`config.mk`:
```
export PLATFORM = sky130hd
export DESIGN_NAME = keyword_to_permutation_top_flat
export DESIGN_NICKNAME = d
export VERILOG_FILES = /design/src/rtl/ktp_pkg.sv /design/src/rtl/ktp_in_if.sv /design/src/rtl/ktp_out_if.sv /design/src/rtl/ktp_ram.sv /design/src/rtl/keyword_to_permutation_top.sv /design/src/flat_wrapper.sv
export SDC_FILE = /design/constraint.sdc
export NUM_CORES = 1
export LEC_CHECK = 0
export ABC_AREA = 0
export BUFFER_PORTS_ARGS = -buffer_cell sky130_fd_sc_hd__buf_2
export CAP_MARGIN = 10
export CELL_PAD_IN_SITES_DETAIL_PLACEMENT = 0
export CELL_PAD_IN_SITES_GLOBAL_PLACEMENT = 1
export CORE_ASPECT_RATIO = 1.5
export CORE_MARGIN = 4
export CORE_UTILIZATION = 40
export DETAILED_ROUTE_END_ITERATION = 8
export GPL_ROUTABILITY_DRIVEN = 0
export HOLD_SLACK_MARGIN = 0.08
export PLACE_DENSITY_LB_ADDON = 0.2
export SYNTH_ARGS = -nofsm -noshare
export SYNTH_HDL_FRONTEND = slang
export SYNTH_SLANG_ARGS = --single-unit
export TNS_END_PERCENT = 100
```
`constraint.sdc`:
```
create_clock -name clk -period 5.35 [get_ports clk]
set_input_delay 1.07 -clock clk [delete_from_list [all_inputs] [get_ports clk]]
set_output_delay 1.07 -clock clk [all_outputs]
set_load 0.005 [all_outputs]
```
`src/rtl/ktp_pkg.sv`:
```
// Shared constants and codes for the keyword to permutation block.
package ktp_pkg;

  localparam int MAX_LETTERS = 26;
  localparam int IDX_W       = 5;
  localparam int LET_W       = 5;
  localparam int ST_W        = 2;
  localparam int ADDR_W      = $clog2(MAX_LETTERS);

  localparam logic [ST_W-1:0] ST_OK      = 2'd0;
  localparam logic [ST_W-1:0] ST_EMPTY   = 2'd1;
  localparam logic [ST_W-1:0] ST_NUMERIC = 2'd2;

  localparam logic [7:0] CH_UA = 8'h41;
  localparam logic [7:0] CH_UZ = 8'h5A;
  localparam logic [7:0] CH_LA = 8'h61;
  localparam logic [7:0] CH_LZ = 8'h7A;
  localparam logic [7:0] CH_D0 = 8'h30;
  localparam logic [7:0] CH_D9 = 8'h39;

endpackage

```
`src/rtl/ktp_in_if.sv`:
```
// Key byte channel: valid, ready and one key byte item.
interface ktp_in_if;
  import ktp_pkg::*;

  logic       valid;
  logic       ready;
  logic [7:0] char_code;
  logic       has_char;
  logic       end_of_key;

  modport source (output valid, output char_code, output has_char, output end_of_key,
                  input ready);
  modport sink   (input valid, input char_code, input has_char, input end_of_key,
                  output ready);
endinterface

```
`src/rtl/ktp_out_if.sv`:
```
// Permutation result channel: valid, ready and one result item.
interface ktp_out_if;
  import ktp_pkg::*;

  logic             valid;
  logic             ready;
  logic [IDX_W-1:0] position;
  logic [IDX_W-1:0] forward_value;
  logic [IDX_W-1:0] inverse_value;
  logic [IDX_W-1:0] perm_length;
  logic [ST_W-1:0]  status;
  logic             last_result;

  modport source (output valid, output position, output forward_value,
                  output inverse_value, output perm_length, output status,
                  output last_result, input ready);
  modport sink   (input valid, input position, input forward_value,
                  input inverse_value, input perm_length, input status,
                  input last_result, output ready);
endinterface

```
`src/rtl/ktp_ram.sv`:
```
// Generic single port RAM with registered read.
module ktp_ram #(
  parameter int WIDTH = 8,
  parameter int DEPTH = 16
) (
  input  logic                     clk,
  input  logic                     we,
  input  logic [$clog2(DEPTH)-1:0] addr,
  input  logic [WIDTH-1:0]         wdata,
  output logic [WIDTH-1:0]         rdata
);
  logic [WIDTH-1:0] mem [DEPTH];

  always_ff @(posedge clk) begin
    if (we) begin
      mem[addr] <= wdata;
    end
    rdata <= mem[addr];
  end
endmodule

```
`src/rtl/keyword_to_permutation_top.sv`:
```
// Top level: key collection, permutation unranking and result emission.
//
//  channel | dir | payload
//  in_ch   | in  | char_code, has_char, end_of_key
//  out_ch  | out | position, forward_value, inverse_value, perm_length, status, last_result
//
// The block takes key bytes only while idle, not while a key is being unranked or its results sent.
// Per kept letter: fetch it from the letter RAM (read, load), a modulo by compare and
// subtract, then a scan of the used-index vector.
// Each result then takes a fwd/inv RAM read and an output load; empty/numeric keys a single load.
// Reset (synchronous, rst_n low) clears control state; RAM contents stay undefined.
// A stalled output holds its item; the next key is taken while the last result waits.
module keyword_to_permutation_top (
  input logic clk,
  input logic rst_n,
  ktp_in_if.sink    in_ch,
  ktp_out_if.source out_ch
);
  import ktp_pkg::*;

  localparam logic [2:0] S_IDLE   = 3'd0;
  localparam logic [2:0] S_RD     = 3'd1;
  localparam logic [2:0] S_LD     = 3'd2;
  localparam logic [2:0] S_MOD    = 3'd3;
  localparam logic [2:0] S_SCAN   = 3'd4;
  localparam logic [2:0] S_ORD    = 3'd5;
  localparam logic [2:0] S_OLOAD  = 3'd6;
  localparam logic [2:0] S_SINGLE = 3'd7;

  logic [2:0]             state_r, state_nxt;
  logic [IDX_W-1:0]       cnt_r, cnt_nxt;
  logic                   first_r, first_nxt;
  logic                   digit_r, digit_nxt;
  logic [IDX_W-1:0]       n_r, n_nxt;
  logic [IDX_W-1:0]       i_r, i_nxt;
  logic [IDX_W-1:0]       left_r, left_nxt;
  logic [LET_W-1:0]       v_r, v_nxt;
  logic [IDX_W-1:0]       idx_r, idx_nxt;
  logic [MAX_LETTERS-1:0] used_r, used_nxt;
  logic [ST_W-1:0]        st_r, st_nxt;

  logic                   out_valid_r, out_valid_nxt;
  logic [IDX_W-1:0]       out_pos_r, out_pos_nxt;
  logic [IDX_W-1:0]       out_fwd_r, out_fwd_nxt;
  logic [IDX_W-1:0]       out_inv_r, out_inv_nxt;
  logic [IDX_W-1:0]       out_len_r, out_len_nxt;
  logic [ST_W-1:0]        out_st_r, out_st_nxt;
  logic                   out_last_r, out_last_nxt;

  logic                   in_acc;
  logic                   slot_free;
  logic                   is_upper, is_lower, is_digit, keep;
  logic [7:0]             let_full;
  logic [IDX_W-1:0]       cnt_new;
  logic                   dig_new;
  logic [IDX_W-1:0]       i_inc;

  logic                   let_we, fwd_we, inv_we;
  logic [ADDR_W-1:0]      let_addr, inv_addr;
  logic [LET_W-1:0]       let_rdata;
  logic [IDX_W-1:0]       fwd_rdata, inv_rdata;

  assign in_ch.ready = (state_r == S_IDLE);
  assign in_acc      = in_ch.valid && in_ch.ready;
  assign slot_free   = !out_valid_r || out_ch.ready;
  assign i_inc       = i_r + IDX_W'(1);

  always_comb begin
    is_upper = in_ch.char_code inside {[CH_UA:CH_UZ]};
    is_lower = in_ch.char_code inside {[CH_LA:CH_LZ]};
    is_digit = in_ch.char_code inside {[CH_D0:CH_D9]};
    let_full = is_lower ? (in_ch.char_code - CH_LA) : (in_ch.char_code - CH_UA);
    keep     = in_ch.has_char && (is_upper || is_lower) &&
               (cnt_r < IDX_W'(MAX_LETTERS));
    cnt_new  = keep ? (cnt_r + IDX_W'(1)) : cnt_r;
    dig_new  = (in_ch.has_char && !first_r) ? is_digit : digit_r;
  end

  assign let_we   = in_acc && keep;
  assign let_addr = (state_r == S_IDLE) ? cnt_r[ADDR_W-1:0] : i_r[ADDR_W-1:0];
  assign fwd_we   = (state_r == S_SCAN) && !used_r[idx_r[ADDR_W-1:0]] && (v_r == '0);
  assign inv_we   = fwd_we;
  assign inv_addr = (state_r == S_SCAN) ? idx_r[ADDR_W-1:0] : i_r[ADDR_W-1:0];

  ktp_ram #(.WIDTH(LET_W), .DEPTH(MAX_LETTERS)) u_letter_ram (
    .clk(clk), .we(let_we), .addr(let_addr), .wdata(let_full[LET_W-1:0]),
    .rdata(let_rdata)
  );

  ktp_ram #(.WIDTH(IDX_W), .DEPTH(MAX_LETTERS)) u_fwd_ram (
    .clk(clk), .we(fwd_we), .addr(i_r[ADDR_W-1:0]), .wdata(idx_r), .rdata(fwd_rdata)
  );

  ktp_ram #(.WIDTH(IDX_W), .DEPTH(MAX_LETTERS)) u_inv_ram (
    .clk(clk), .we(inv_we), .addr(inv_addr), .wdata(i_r), .rdata(inv_rdata)
  );

  always_comb begin
    state_nxt     = state_r;
    cnt_nxt       = cnt_r;
    first_nxt     = first_r;
    digit_nxt     = digit_r;
    n_nxt         = n_r;
    i_nxt         = i_r;
    left_nxt      = left_r;
    v_nxt         = v_r;
    idx_nxt       = idx_r;
    used_nxt      = used_r;
    st_nxt        = st_r;
    out_valid_nxt = out_valid_r && !out_ch.ready;
    out_pos_nxt   = out_pos_r;
    out_fwd_nxt   = out_fwd_r;
    out_inv_nxt   = out_inv_r;
    out_len_nxt   = out_len_r;
    out_st_nxt    = out_st_r;
    out_last_nxt  = out_last_r;

    case (state_r)
      S_IDLE: begin
        if (in_acc) begin
          cnt_nxt   = cnt_new;
          first_nxt = first_r || in_ch.has_char;
          digit_nxt = dig_new;
          if (in_ch.end_of_key) begin
            cnt_nxt   = '0;
            first_nxt = 1'b0;
            digit_nxt = 1'b0;
            n_nxt     = cnt_new;
            i_nxt     = '0;
            left_nxt  = cnt_new;
            used_nxt  = '0;
            if (dig_new) begin
              st_nxt    = ST_NUMERIC;
              state_nxt = S_SINGLE;
            end else if (cnt_new == '0) begin
              st_nxt    = ST_EMPTY;
              state_nxt = S_SINGLE;
            end else begin
              state_nxt = S_RD;
            end
          end
        end
      end
      S_RD: begin
        state_nxt = S_LD;
      end
      S_LD: begin
        v_nxt     = let_rdata;
        state_nxt = S_MOD;
      end
      S_MOD: begin
        if (IDX_W'(v_r) >= left_r) begin
          v_nxt = LET_W'(IDX_W'(v_r) - left_r);
        end else begin
          idx_nxt   = '0;
          state_nxt = S_SCAN;
        end
      end
      S_SCAN: begin
        idx_nxt = idx_r + IDX_W'(1);
        if (!used_r[idx_r[ADDR_W-1:0]]) begin
          if (v_r == '0) begin
            used_nxt[idx_r[ADDR_W-1:0]] = 1'b1;
            left_nxt = left_r - IDX_W'(1);
            if (i_inc == n_r) begin
              i_nxt     = '0;
              state_nxt = S_ORD;
            end else begin
              i_nxt     = i_inc;
              state_nxt = S_RD;
            end
          end else begin
            v_nxt = v_r - LET_W'(1);
          end
        end
      end
      S_ORD: begin
        state_nxt = S_OLOAD;
      end
      S_OLOAD: begin
        if (slot_free) begin
          out_valid_nxt = 1'b1;
          out_pos_nxt   = i_r;
          out_fwd_nxt   = fwd_rdata;
          out_inv_nxt   = inv_rdata;
          out_len_nxt   = n_r;
          out_st_nxt    = ST_OK;
          out_last_nxt  = (i_inc == n_r);
          if (i_inc == n_r) begin
            state_nxt = S_IDLE;
          end else begin
            i_nxt     = i_inc;
            state_nxt = S_ORD;
          end
        end
      end
      S_SINGLE: begin
        if (slot_free) begin
          out_valid_nxt = 1'b1;
          out_pos_nxt   = '0;
          out_fwd_nxt   = '0;
          out_inv_nxt   = '0;
          out_len_nxt   = '0;
          out_st_nxt    = st_r;
          out_last_nxt  = 1'b1;
          state_nxt     = S_IDLE;
        end
      end
      default: begin
        state_nxt = S_IDLE;
      end
    endcase
  end

  always_ff @(posedge clk) begin
    if (!rst_n) begin
      state_r     <= S_IDLE;
      cnt_r       <= '0;
      first_r     <= 1'b0;
      digit_r     <= 1'b0;
      out_valid_r <= 1'b0;
    end else begin
      state_r     <= state_nxt;
      cnt_r       <= cnt_nxt;
      first_r     <= first_nxt;
      digit_r     <= digit_nxt;
      out_valid_r <= out_valid_nxt;
    end
  end

  always_ff @(posedge clk) begin
    n_r        <= n_nxt;
    i_r        <= i_nxt;
    left_r     <= left_nxt;
    v_r        <= v_nxt;
    idx_r      <= idx_nxt;
    used_r     <= used_nxt;
    st_r       <= st_nxt;
    out_pos_r  <= out_pos_nxt;
    out_fwd_r  <= out_fwd_nxt;
    out_inv_r  <= out_inv_nxt;
    out_len_r  <= out_len_nxt;
    out_st_r   <= out_st_nxt;
    out_last_r <= out_last_nxt;
  end

  assign out_ch.valid         = out_valid_r;
  assign out_ch.position      = out_pos_r;
  assign out_ch.forward_value = out_fwd_r;
  assign out_ch.inverse_value = out_inv_r;
  assign out_ch.perm_length   = out_len_r;
  assign out_ch.status        = out_st_r;
  assign out_ch.last_result   = out_last_r;

  a_scan_in_range: assert property (@(posedge clk) disable iff (!rst_n)
    state_r == S_SCAN |-> idx_r < n_r)
    else $error("scan ran past the permutation length");

  a_mod_nonzero: assert property (@(posedge clk) disable iff (!rst_n)
    state_r == S_MOD |-> left_r != '0)
    else $error("modulo by zero remaining entries");

  a_count_bound: assert property (@(posedge clk) disable iff (!rst_n)
    cnt_r <= IDX_W'(MAX_LETTERS))
    else $error("letter count above limit");

  a_special_last: assert property (@(posedge clk) disable iff (!rst_n)
    out_ch.valid && out_ch.status != ST_OK |-> out_ch.last_result)
    else $error("special status item not marked last");

  a_used_bound: assert property (@(posedge clk) disable iff (!rst_n)
    state_r == S_OLOAD |-> $countones(used_r) == int'(n_r))
    else $error("used index count differs from permutation length");
endmodule

```
`src/flat_wrapper.sv`:
```
// flat-port wrapper written by rule: the top's interface ports become plain ports
module keyword_to_permutation_top_flat import ktp_pkg::*;
  (clk, rst_n, in_ch_valid, in_ch_char_code, in_ch_has_char, in_ch_end_of_key, in_ch_ready, out_ch_valid, out_ch_position, out_ch_forward_value, out_ch_inverse_value, out_ch_perm_length, out_ch_status, out_ch_last_result, out_ch_ready);
  ktp_in_if in_ch_i ();
  ktp_out_if out_ch_i ();
  input logic clk;
  input logic rst_n;
  input wire logic [$bits(in_ch_i.valid)-1:0] in_ch_valid;
  input wire logic [$bits(in_ch_i.char_code)-1:0] in_ch_char_code;
  input wire logic [$bits(in_ch_i.has_char)-1:0] in_ch_has_char;
  input wire logic [$bits(in_ch_i.end_of_key)-1:0] in_ch_end_of_key;
  output wire logic [$bits(in_ch_i.ready)-1:0] in_ch_ready;
  output wire logic [$bits(out_ch_i.valid)-1:0] out_ch_valid;
  output wire logic [$bits(out_ch_i.position)-1:0] out_ch_position;
  output wire logic [$bits(out_ch_i.forward_value)-1:0] out_ch_forward_value;
  output wire logic [$bits(out_ch_i.inverse_value)-1:0] out_ch_inverse_value;
  output wire logic [$bits(out_ch_i.perm_length)-1:0] out_ch_perm_length;
  output wire logic [$bits(out_ch_i.status)-1:0] out_ch_status;
  output wire logic [$bits(out_ch_i.last_result)-1:0] out_ch_last_result;
  input wire logic [$bits(out_ch_i.ready)-1:0] out_ch_ready;
  assign in_ch_i.valid = in_ch_valid;
  assign in_ch_i.char_code = in_ch_char_code;
  assign in_ch_i.has_char = in_ch_has_char;
  assign in_ch_i.end_of_key = in_ch_end_of_key;
  assign in_ch_ready = in_ch_i.ready;
  assign out_ch_valid = out_ch_i.valid;
  assign out_ch_position = out_ch_i.position;
  assign out_ch_forward_value = out_ch_i.forward_value;
  assign out_ch_inverse_value = out_ch_i.inverse_value;
  assign out_ch_perm_length = out_ch_i.perm_length;
  assign out_ch_status = out_ch_i.status;
  assign out_ch_last_result = out_ch_i.last_result;
  assign out_ch_i.ready = out_ch_ready;
  keyword_to_permutation_top u_core (.clk(clk), .rst_n(rst_n), .in_ch(in_ch_i), .out_ch(out_ch_i));
endmodule
```
Yosys cells after proc, flatten, opt, wreduce, memory -nomap -nowiden
Memories as Yosys holds them, arrays and structs flattened. A register that Yosys moved wholly into a read port is not among the register bits. Index checks and enable logic that the tools add are counted.

Flip-flop bits (word level): 87. Bits in writable memories: 390. Input port bits: 14. Output and inout port bits: 25. Memories kept: 3.

Memory list: u_core.u_fwd_ram.mem (depth 26, bits a word 5, read ports 1, clocked after Yosys merged registers in 1, write ports 1, RTL line ktp_ram.sv:12) `logic [WIDTH-1:0] mem [DEPTH];`; u_core.u_inv_ram.mem (depth 26, bits a word 5, read ports 1, clocked after Yosys merged registers in 1, write ports 1, RTL line ktp_ram.sv:12); u_core.u_letter_ram.mem (depth 26, bits a word 5, read ports 1, clocked after Yosys merged registers in 1, write ports 1, RTL line ktp_ram.sv:12).

$add $sub $neg: 8. Order comparisons: 10. Equal/unequal tests: 18. Mux-type cells: 70. Bitwise logic cells: 1. Reductions and logical operators: 38.

Operator list (count): 5-bit two-way mux (25); 26-bit two-way mux (4); 5-bit one-hot mux with 2 select lines (6); 26-bit one-hot mux with 2 select lines (1); 3-bit two-way mux (11); 5-bit one-hot mux with 3 select lines (2); 26-bit bitwise OR (1); 3-bit one-hot mux with 8 select lines (1); 5-bit by 1-bit subtractor with 5-bit output, second input constant (4); 8-bit by 7-bit greater-or-equal comparator with 1-bit output, second input constant (2); 8-bit by 7-bit <= comparator with 1-bit output, second input constant (2); 5-bit by 1-bit adder with 5-bit output, second input constant (3); 2-bit != test, second input constant (7); 7-bit AND reduction (2); 1-bit two-way mux (13); 3-bit equality test, second input constant (4); 1-bit logical AND (12); 5-bit logical NOT (2); 8-bit by 6-bit greater-or-equal comparator with 1-bit output, second input constant (1); 8-bit by 6-bit <= comparator with 1-bit output, second input constant (1); 4-bit AND reduction (2); 2-bit nonzero test (4); 3-bit by 2-bit equality test with 1-bit output, second input constant (2); 5-bit by 6-bit less-than comparator with 1-bit output, second input constant (1); other kinds (20) (32).

Depth between registers and ports, before layout
Gate-level depths: netlist (run 1).

Word-level depth: 12. Mapped depth: 10.

Hierarchy
From an unflattened synthesis (run 1), not the netlist that was laid out.

Cell total of the unflattened synthesis: 1386. Area total of the unflattened synthesis: 20913.8 sq um.

Modules (own cells, without submodules): ktp_ram (times used 3, cells each 305, area an instance 5341.4 sq um, seq. area each 4003.8 sq um); keyword_to_permutation_top (times used 1, cells each 471, area an instance 4889.7 sq um, seq. area each 2502.4 sq um).

Worst setup path before layout (run 1)
No wires, ideal clock.

Path type: flip-flop to flip-flop. Start point: reg u_core.idx_r[0]. End point: reg u_core.left_r[0], enable pin. Arrival: 4.298 ns. Data required time: 4.892 ns. Setup slack: 0.595 ns. Cell stages (with the launch flop): 7. Buffers on the path: 1. Period minus slack after synthesis: 4.755 ns. Path through: edfxtp_1 > buf_2 > mux4_2 > o21a_1 > nor4b_4 > o21ai_1 > nor3_1.

Cells in the longest elaborated chain, start to end: 4.

Ends and longest elaborated chain: start, declared (RTL line keyword_to_permutation_top.sv:38) `logic [IDX_W-1:0] idx_r, idx_nxt;`; start signal, assigned (RTL line keyword_to_permutation_top.sv:236) `idx_r <= idx_nxt;`; 1-bit binary-select mux with 5-bit select (RTL line keyword_to_permutation_top.sv:161) `if (!used_r[idx_r[ADDR_W-1:0]]) begin`; 1-bit two-way mux (not written as such) (RTL line keyword_to_permutation_top.sv:161); 2-bit != test (no line); 5-bit AND reduction (no line); end signal, assigned (RTL line keyword_to_permutation_top.sv:234) `left_r <= left_nxt;`; end, declared (RTL line keyword_to_permutation_top.sv:36) `logic [IDX_W-1:0] left_r, left_nxt;`.

No other way between the ends. The select of a mux whose other input is x is not followed. A chain may end at the register's enable or synchronous reset.

Final worst setup path (run 1)
Start point: reg u_core.idx_r[0]. End point: mem u_core.u_inv_ram.mem[25][3] in the netlist's numbering, enable pin.

Cells in the longest elaborated chain, start to end: 7. Elaborated cells on any way between the ends: 8. Classes of those cells: 5 x mux; 3 x reduce/logical.

Ends and longest elaborated chain: 1-bit binary-select mux with 5-bit select (RTL line keyword_to_permutation_top.sv:81) `assign fwd_we = (state_r == S_SCAN) && !used_r[idx_r[ADDR_W-1:0]] && (v_r == '0);`; 1-bit two-way mux (not written as such) (RTL line keyword_to_permutation_top.sv:81); 1-bit logical NOT; 1-bit logical AND (2 in series) (RTL line keyword_to_permutation_top.sv:81); 1-bit two-way mux (RTL line ktp_ram.sv:15) `if (we) begin`; 1-bit two-way mux (not written as such) (RTL line ktp_ram.sv:16) `mem[addr] <= wdata;`; end, declared (RTL line ktp_ram.sv:12).

Several ways; a longest one is shown, not always the timed one. The select of a mux whose other input is x is not followed.

==> results_dict.tcl, run 1 <==
set metrics [dict create \
    ys.flop_type "edfxtp_1" \
    netlist.area_leader.share_pct 67.96 \
    postLayoutCellArea_um2 23150 \
    final.setup.tns_ps 0 \
    row_count 101 \
    cts-root-buf "clkbuf_16" \
    synth_top_cell_by_area "edfxtp_1" \
    clk_latency_ps 570 \
    core_area_um2 50800 \
    synth.area.top_cells "edfxtp_1, mux4_2, nor2_1, dfxtp_1, mux2i_1" \
    relSlewSlack_pct 26.90 \
    timing.rr.end "u_core.u_inv_ram.mem[25][3]$_DFFE_PP_" \
    htree_levels 2 \
    grt_pass1_vias 11930 \
    leakage_nw 7.626 \
    ir_drop_mv 0.2530 \
    netlist_instances 1288 \
    min_from "u_core.u_fwd_ram.rdata[2]$_DFF_P_" \
    arrival_ps 4280 \
    cts.path.max_buffers 3 \
    max_freq_ghz 0.2452 \
    async_reset_ff_share_pct 0 \
    min_period_ps 4079 \
    path_max_fanout 25 \
    drc_errors 0 \
    dr_wl_met3_um 1564 \
    status "completed" \
    yosysWarnings 0 \
    drt-total-wl_um 48680 \
    die-area_um2 55240 \
    cp.required_ps 5560 \
    io_pins 39 \
    vias_per_cell 5.408 \
    initial_core_util_pct 40.53 \
    die_h_um 285.9 \
    cts_tree "done" \
    drv_slew 0 \
    yosysMostFrequentCell "edfxtp_1" \
    yosysSeqAreaShare_pct 70.49 \
    grt_first_pass_wirelength_um 74610 \
    grt_max_degree 48 \
    postCtsSetupBuffers 0 \
    initialDrtViolationCount 777 \
    drt_pass1_iterations 6 \
    routed.top_layer "met4" \
    drt-met1-wl_um 18270 \
    synth_area_um2 20590 \
    max_stage_delay_ps 1030 \
    wl_met2_um 27230 \
    fin_crit_sh_pct 76.24 \
    register_area_um2 14510 \
    hold_end "u_core.out_ch.forward_value[2]$_SDFFCE_PP0P_" \
    layout-drive-gt1-share_pct 17.51 \
    rsz0062_at_grt "false" \
    reg2reg_slack_ps 1270 \
    die_x_um 193.2 \
    crit_path_start_kind "register" \
    place_area_um2 21550 \
    synth_area_per_cell_um2 15.99 \
    antenna_found_initial 0 \
    ys_ff_latch 492 \
    hpwl_um 33730 \
    hold_buffers 0 \
    tightestPinTransition_ps 1093 \
    cts.clk_slew.worst_paths_ps 60 \
    route.vias.total 11060 \
    clock-sinks 492 \
    syn_nets 1322 \
    hold_violations 0 \
    crit_type "reg -> reg" \
    globalRouteTotalUtil_pct 17.53 \
    worstSetupEndpointType "register" \
    dp_slack_ps 1176 \
    whs_path_depth 1 \
    timing.final.ws_setup_ps 1271 \
    fin_skew_ps 22.14 \
    cts_resized 0 \
    cp_cell_sequence "buf_4 > mux2i_1 > a221oi_1 > o21a_1 > nor4b_4 > nand4_1 > nor3_1" \
    finalSetupViolations 0 \
    multi_input_area_um2 5685 \
    area_growth_pct 12.44 \
    antennaDiodeCount 0 \
    min_path_type "reg -> reg" \
    final.fill_count 4537 \
    overflow 0 \
    ys_types 67 \
    critPathSlowestCell "edfxtp_1" \
    nets 1371 \
    reg2regPathDepth 7 \
    synth.top_cells.by_count "edfxtp_1, nor2_1, mux4_2" \
    r2r-start "u_core.idx_r[0]$_SDFFCE_PN0P_" \
    numCtsBuffers 47 \
    hold_slack_ps 502.9 \
    synth-edff-count 466 \
    port_buffers 38 \
    post_drt_wl_per_cell_um 23.80 \
    postRouteAntennaNets 0 \
    cap_violations 0 \
    power_density_nw_per_um2 542.7 \
    startpoint "u_core.idx_r[0]$_SDFFCE_PN0P_" \
]
where the power goes:
group / switching, mW / internal, mW
sequential: 0.318 / 4.88
combinational: 2.41 / 1.53
clock: 1.43 / 1.99
placed cells by master (no fill, tap or decap), types with 8 or more instances in the layout:
cell type	count
a21oi_1	56
a22oi_1	24
a31oi_1	16
and2_1	26
buf_2	38
buf_4	30
clkbuf_16	48
clkinv_1	13
clkinv_2	13
dfxtp_1	26
edfxtp_1	466
ha_1	19
inv_1	25
mux2i_1	29
mux4_2	81
nand2_1	80
nand2b_1	12
nand3_1	20
nand4_1	10
nor2_1	159
nor2b_1	14
nor3_1	14
o21ai_0	16
o22ai_1	9
or3_1	8
xnor2_1	11
xor2_1	13
stage by stage:
| stage | util, % | std cells | power, mW |
|---|---|---|---|
| finish | 45.57 | 2045 | 12.56 |
| global route | 45.57 | 2045 | 13.28 |
| CTS | 45.57 | 2045 | 12.75 |
| detailed placement | 42.42 | 1957 | 9.311 |
| global placement | 42.42 | 1957 | 9.323 |
| floorplan | - | 1288 | 8.019 |
worst max path at each step:
| stage | cells after the start | endpoint |
|---|---|---|
| floorplan | 6 | u_core.left_r[0]$_DFFE_PP_ |
| global placement | 7 | u_core.u_inv_ram.mem[25][0]$_DFFE_PP_ |
| detailed placement | 7 | u_core.u_inv_ram.mem[25][0]$_DFFE_PP_ |
| CTS | 7 | u_core.u_inv_ram.mem[25][4]$_DFFE_PP_ |
| global route | 8 | u_core.u_fwd_ram.mem[24][2]$_DFFE_PP_ |
| finish | 7 | u_core.u_inv_ram.mem[25][3]$_DFFE_PP_ |
state kept, by name, indices dropped and copies added (netlist names), 26 cells and up:
name,flops
u_core.used_r,26
u_core.u_letter_ram.mem,130
u_core.u_fwd_ram.mem,130
u_core.u_inv_ram.mem,130
routing by layer:
layer	vias up	global-route usage (%)
met5	-	0
met4	0	5.703
met3	87	2.038
met2	266	33.83
met1	5612	20.10
li1	5095	-
cells by family after synthesis:
family                     share of synthesized area [%]
and+or+nand+nor                                    8.343
xor gates and xnor gates                           1.063
buffers and inverters                              2.103
muxes                                              11.65
AOI/OAI and AO/OA                                  5.098
adders and majority gates                          1.252
DFF                                                70.49
final cells by class:
| class | instances | area share (%) |
|---|---|---|
| multi-input cells | 702 | 24.56 |
| inverters | 26 | 0.4270 |
| clock buffers | 52 | 5.253 |
| well taps | 669 | 3.616 |
| clock inverters | 36 | 1.659 |
| flip-flops and latches | 492 | 62.69 |
| repair buffers | 68 | 1.794 |
critical path, delay by kind of cell, from the launching register on:
| kind | cells | cell delay (ps) |
|---|---|---|
| flip-flops | 1 | 1030 |
| buffers and inverters | 1 | 420 |
| AO/OA/AOI/OAI | 2 | 250 |
| AND/OR/NAND/NOR | 3 | 1780 |
| multiplexers | 1 | 230 |
Note: power is estimated with default switching activity, not from simulation.
==> inputs of run 2 (changes only) <==
==> constraint.sdc (replaced) <==
create_clock -name clk -period 3.6 [get_ports clk]
set_input_delay 0.72 -clock clk [delete_from_list [all_inputs] [get_ports clk]]
set_output_delay 0.72 -clock clk [all_outputs]
set_load 0.005 [all_outputs]
==> results_dict.tcl, run 2 (synthesized netlist as in run 1, its figures left out) <==
set metrics [dict create \
    die_h_um 285.9 \
    reg2regPathDepth 8 \
    cp_cell_sequence "buf_4 > mux2i_1 > o32ai_1 > a22oi_1 > nor4b_4 > and2_1 > nand2_1 > nor3_1" \
    clock-sinks 492 \
    dp_slack_ps 107.5 \
    layout_common_cells "edfxtp_1, nor2_1, mux4_2, nand2_1, buf_4" \
    max_freq_ghz 0.3027 \
    critPathSlowestCell "edfxtp_1" \
    min_period_ps 3303 \
    globalRouteTotalUtil_pct 17.08 \
    die-area_um2 55240 \
    gr-usage-met2_pct 33.18 \
    hold_buffers 0 \
    grt_pass1_vias 11740 \
    drc_errors 0 \
    antennaDiodeCount 0 \
    vias_per_cell 5.333 \
    reg_top3 "u_core.u_fwd_ram.mem (130), u_core.u_inv_ram.mem (130), u_core.u_letter_ram.mem (130)" \
    worstSetupEndpointType "register" \
    hold_violations 0 \
    tightestPinTransition_ps 1046 \
    timing.rr.end "u_core.u_fwd_ram.mem[10][3]$_DFFE_PP_" \
    relSlewSlack_pct 30.06 \
    nets 1408 \
    final_common_cell "edfxtp_1" \
    endpoint "u_core.u_fwd_ram.mem[10][3]$_DFFE_PP_" \
    initialDrtViolationCount 617 \
    post_drt_wl_per_cell_um 22.89 \
    io_pins 39 \
    use_met1_pct 19.60 \
    startpoint "u_core.idx_r[0]$_SDFFCE_PN0P_" \
    min_path_type "in -> reg" \
    grtUsageMet3_pct 2.074 \
    ir_drop_mv 0.4569 \
    fin_skew_ps 25.23 \
    crit_type "reg -> reg" \
    drt-total-wl_um 47580 \
    path_max_fanout 16 \
    reg2reg_slack_ps 300 \
    core_area_um2 50800 \
    final.fill_count 4486 \
    final.setup.tns_ps 0 \
    max_stage_delay_ps 690 \
    place_area_um2 21890 \
    postLayoutCellArea_um2 23430 \
    top_usage_layer "met2" \
    die_x_um 193.2 \
    leakage_nw 7.792 \
    r2r-start "u_core.idx_r[0]$_SDFFCE_PN0P_" \
    finalSetupViolations 0 \
    numCtsBuffers 46 \
    critPathTopFamily "simple AND/OR/NAND/NOR gates" \
    area_growth_pct 13.77 \
    overflow 0 \
    clk_latency_ps 570 \
    grt_max_degree 47 \
    crit_path_start_kind "register" \
    power_density_nw_per_um2 806.7 \
    initial_core_util_pct 40.53 \
    hpwl_um 33520 \
    row_count 101 \
    drv_slew 0 \
    port_buffers 38 \
    grt_first_pass_wirelength_um 72590 \
    cp_num_buf_inv 1 \
    whs_path_depth 3 \
    timing.final.ws_setup_ps 296.8 \
    drt_pass1_iterations 5 \
    worst-path-stages 8 \
    arrival_ps 3510 \
    antenna_found_initial 0 \
    cts.clk_slew.worst_paths_ps 60 \
    cts-root-buf "clkbuf_16" \
    fin_crit_sh_pct 91.75 \
    postRouteAntennaNets 0 \
    cts.path.max_buffers 3 \
    route.vias.total 11090 \
    status "completed" \
    cts_tree "done" \
    rsz0062_at_grt "false" \
    cap_violations 0 \
    htree_levels 2 \
    cp.required_ps 3800 \
    layout-drive-gt1-share_pct 19.79 \
]
run 2: cell types whose count changed in the layout (fill, tap and decap cells not counted), moves of 2 or more:
cell,previous run,this run
clkinv_4,0,3
clkinv_2,13,9
clkbuf_16,48,46
buf_12,0,4
clkinv_1,13,8
clkbuf_1,4,7
buf_4,30,64
inv_6,0,2
nor3_1,14,12
run 2: repair_timing:
item / CTS / global route
buffers inserted: 0 / 0
resized for setup: 0 / 2
setup endpoints to repair: 0 / 10
run 2: power breakdown:
| part | total (mW) | internal, mW | switching, mW |
|---|---|---|---|
| sequential | 7.64 | 7.25 | 0.390 |
| clock | 4.91 | 2.81 | 2.10 |
| combinational | 6.35 | 2.52 | 3.83 |
run 2: worst min-delay path by stage:
| stage | end | slack, ps | start |
|---|---|---|---|
| after floorplan | u_core.first_r$_SDFFE_PN0P_ | 450 | u_core.first_r$_SDFFE_PN0P_ |
| after global placement | u_core.out_ch.forward_value[0]$_SDFFCE_PP0P_ | 490 | u_core.u_fwd_ram.rdata[0]$_DFF_P_ |
| after detailed placement | u_core.out_ch.forward_value[2]$_SDFFCE_PP0P_ | 490 | u_core.u_fwd_ram.rdata[2]$_DFF_P_ |
| after CTS | u_core.first_r$_SDFFE_PN0P_ | 400 | in_ch_has_char |
| after global routing | u_core.first_r$_SDFFE_PN0P_ | 430 | in_ch_has_char |
| final | u_core.first_r$_SDFFE_PN0P_ | 430 | in_ch_has_char |
run 2: layout make-up:
cell class / instances / area (um^2) / share of cell area (%)
multi-input combinational: 702 / 5702 / 24.34
sequential: 492 / 14510 / 61.96
timing repair buffer: 106 / 750.7 / 3.205
clock inverter: 31 / 345.3 / 1.474
inverter: 26 / 98.84 / 0.4220
tap: 669 / 837.1 / 3.573
clock buffer: 53 / 1177 / 5.026
run 2: metrics by stage:
stage	power, mW	util (%)	hold slack [ps]	cells
detailed placement	14.21	43.09	486.7	1995
CTS	19.15	46.09	401.2	2079
global placement	14.19	43.09	486.6	1995
floorplan	11.92	-	450.3	1288
finish	18.90	46.11	428.2	2079
global route	19.87	46.11	428.9	2079
run 2: layer usage:
layer	share of wire (%)	wire length (um)	vias to the layer above
met1	38	17880	5644
li1	-	-	5171
met4	2.7	1273	0
met3	3.0	1440	64
met5	0	0	-
met2	57	26990	208
run 2: worst min-delay path: stages:
cell and delay (ps):
buf_2 100, a31oi_1 60, nor2_1 70
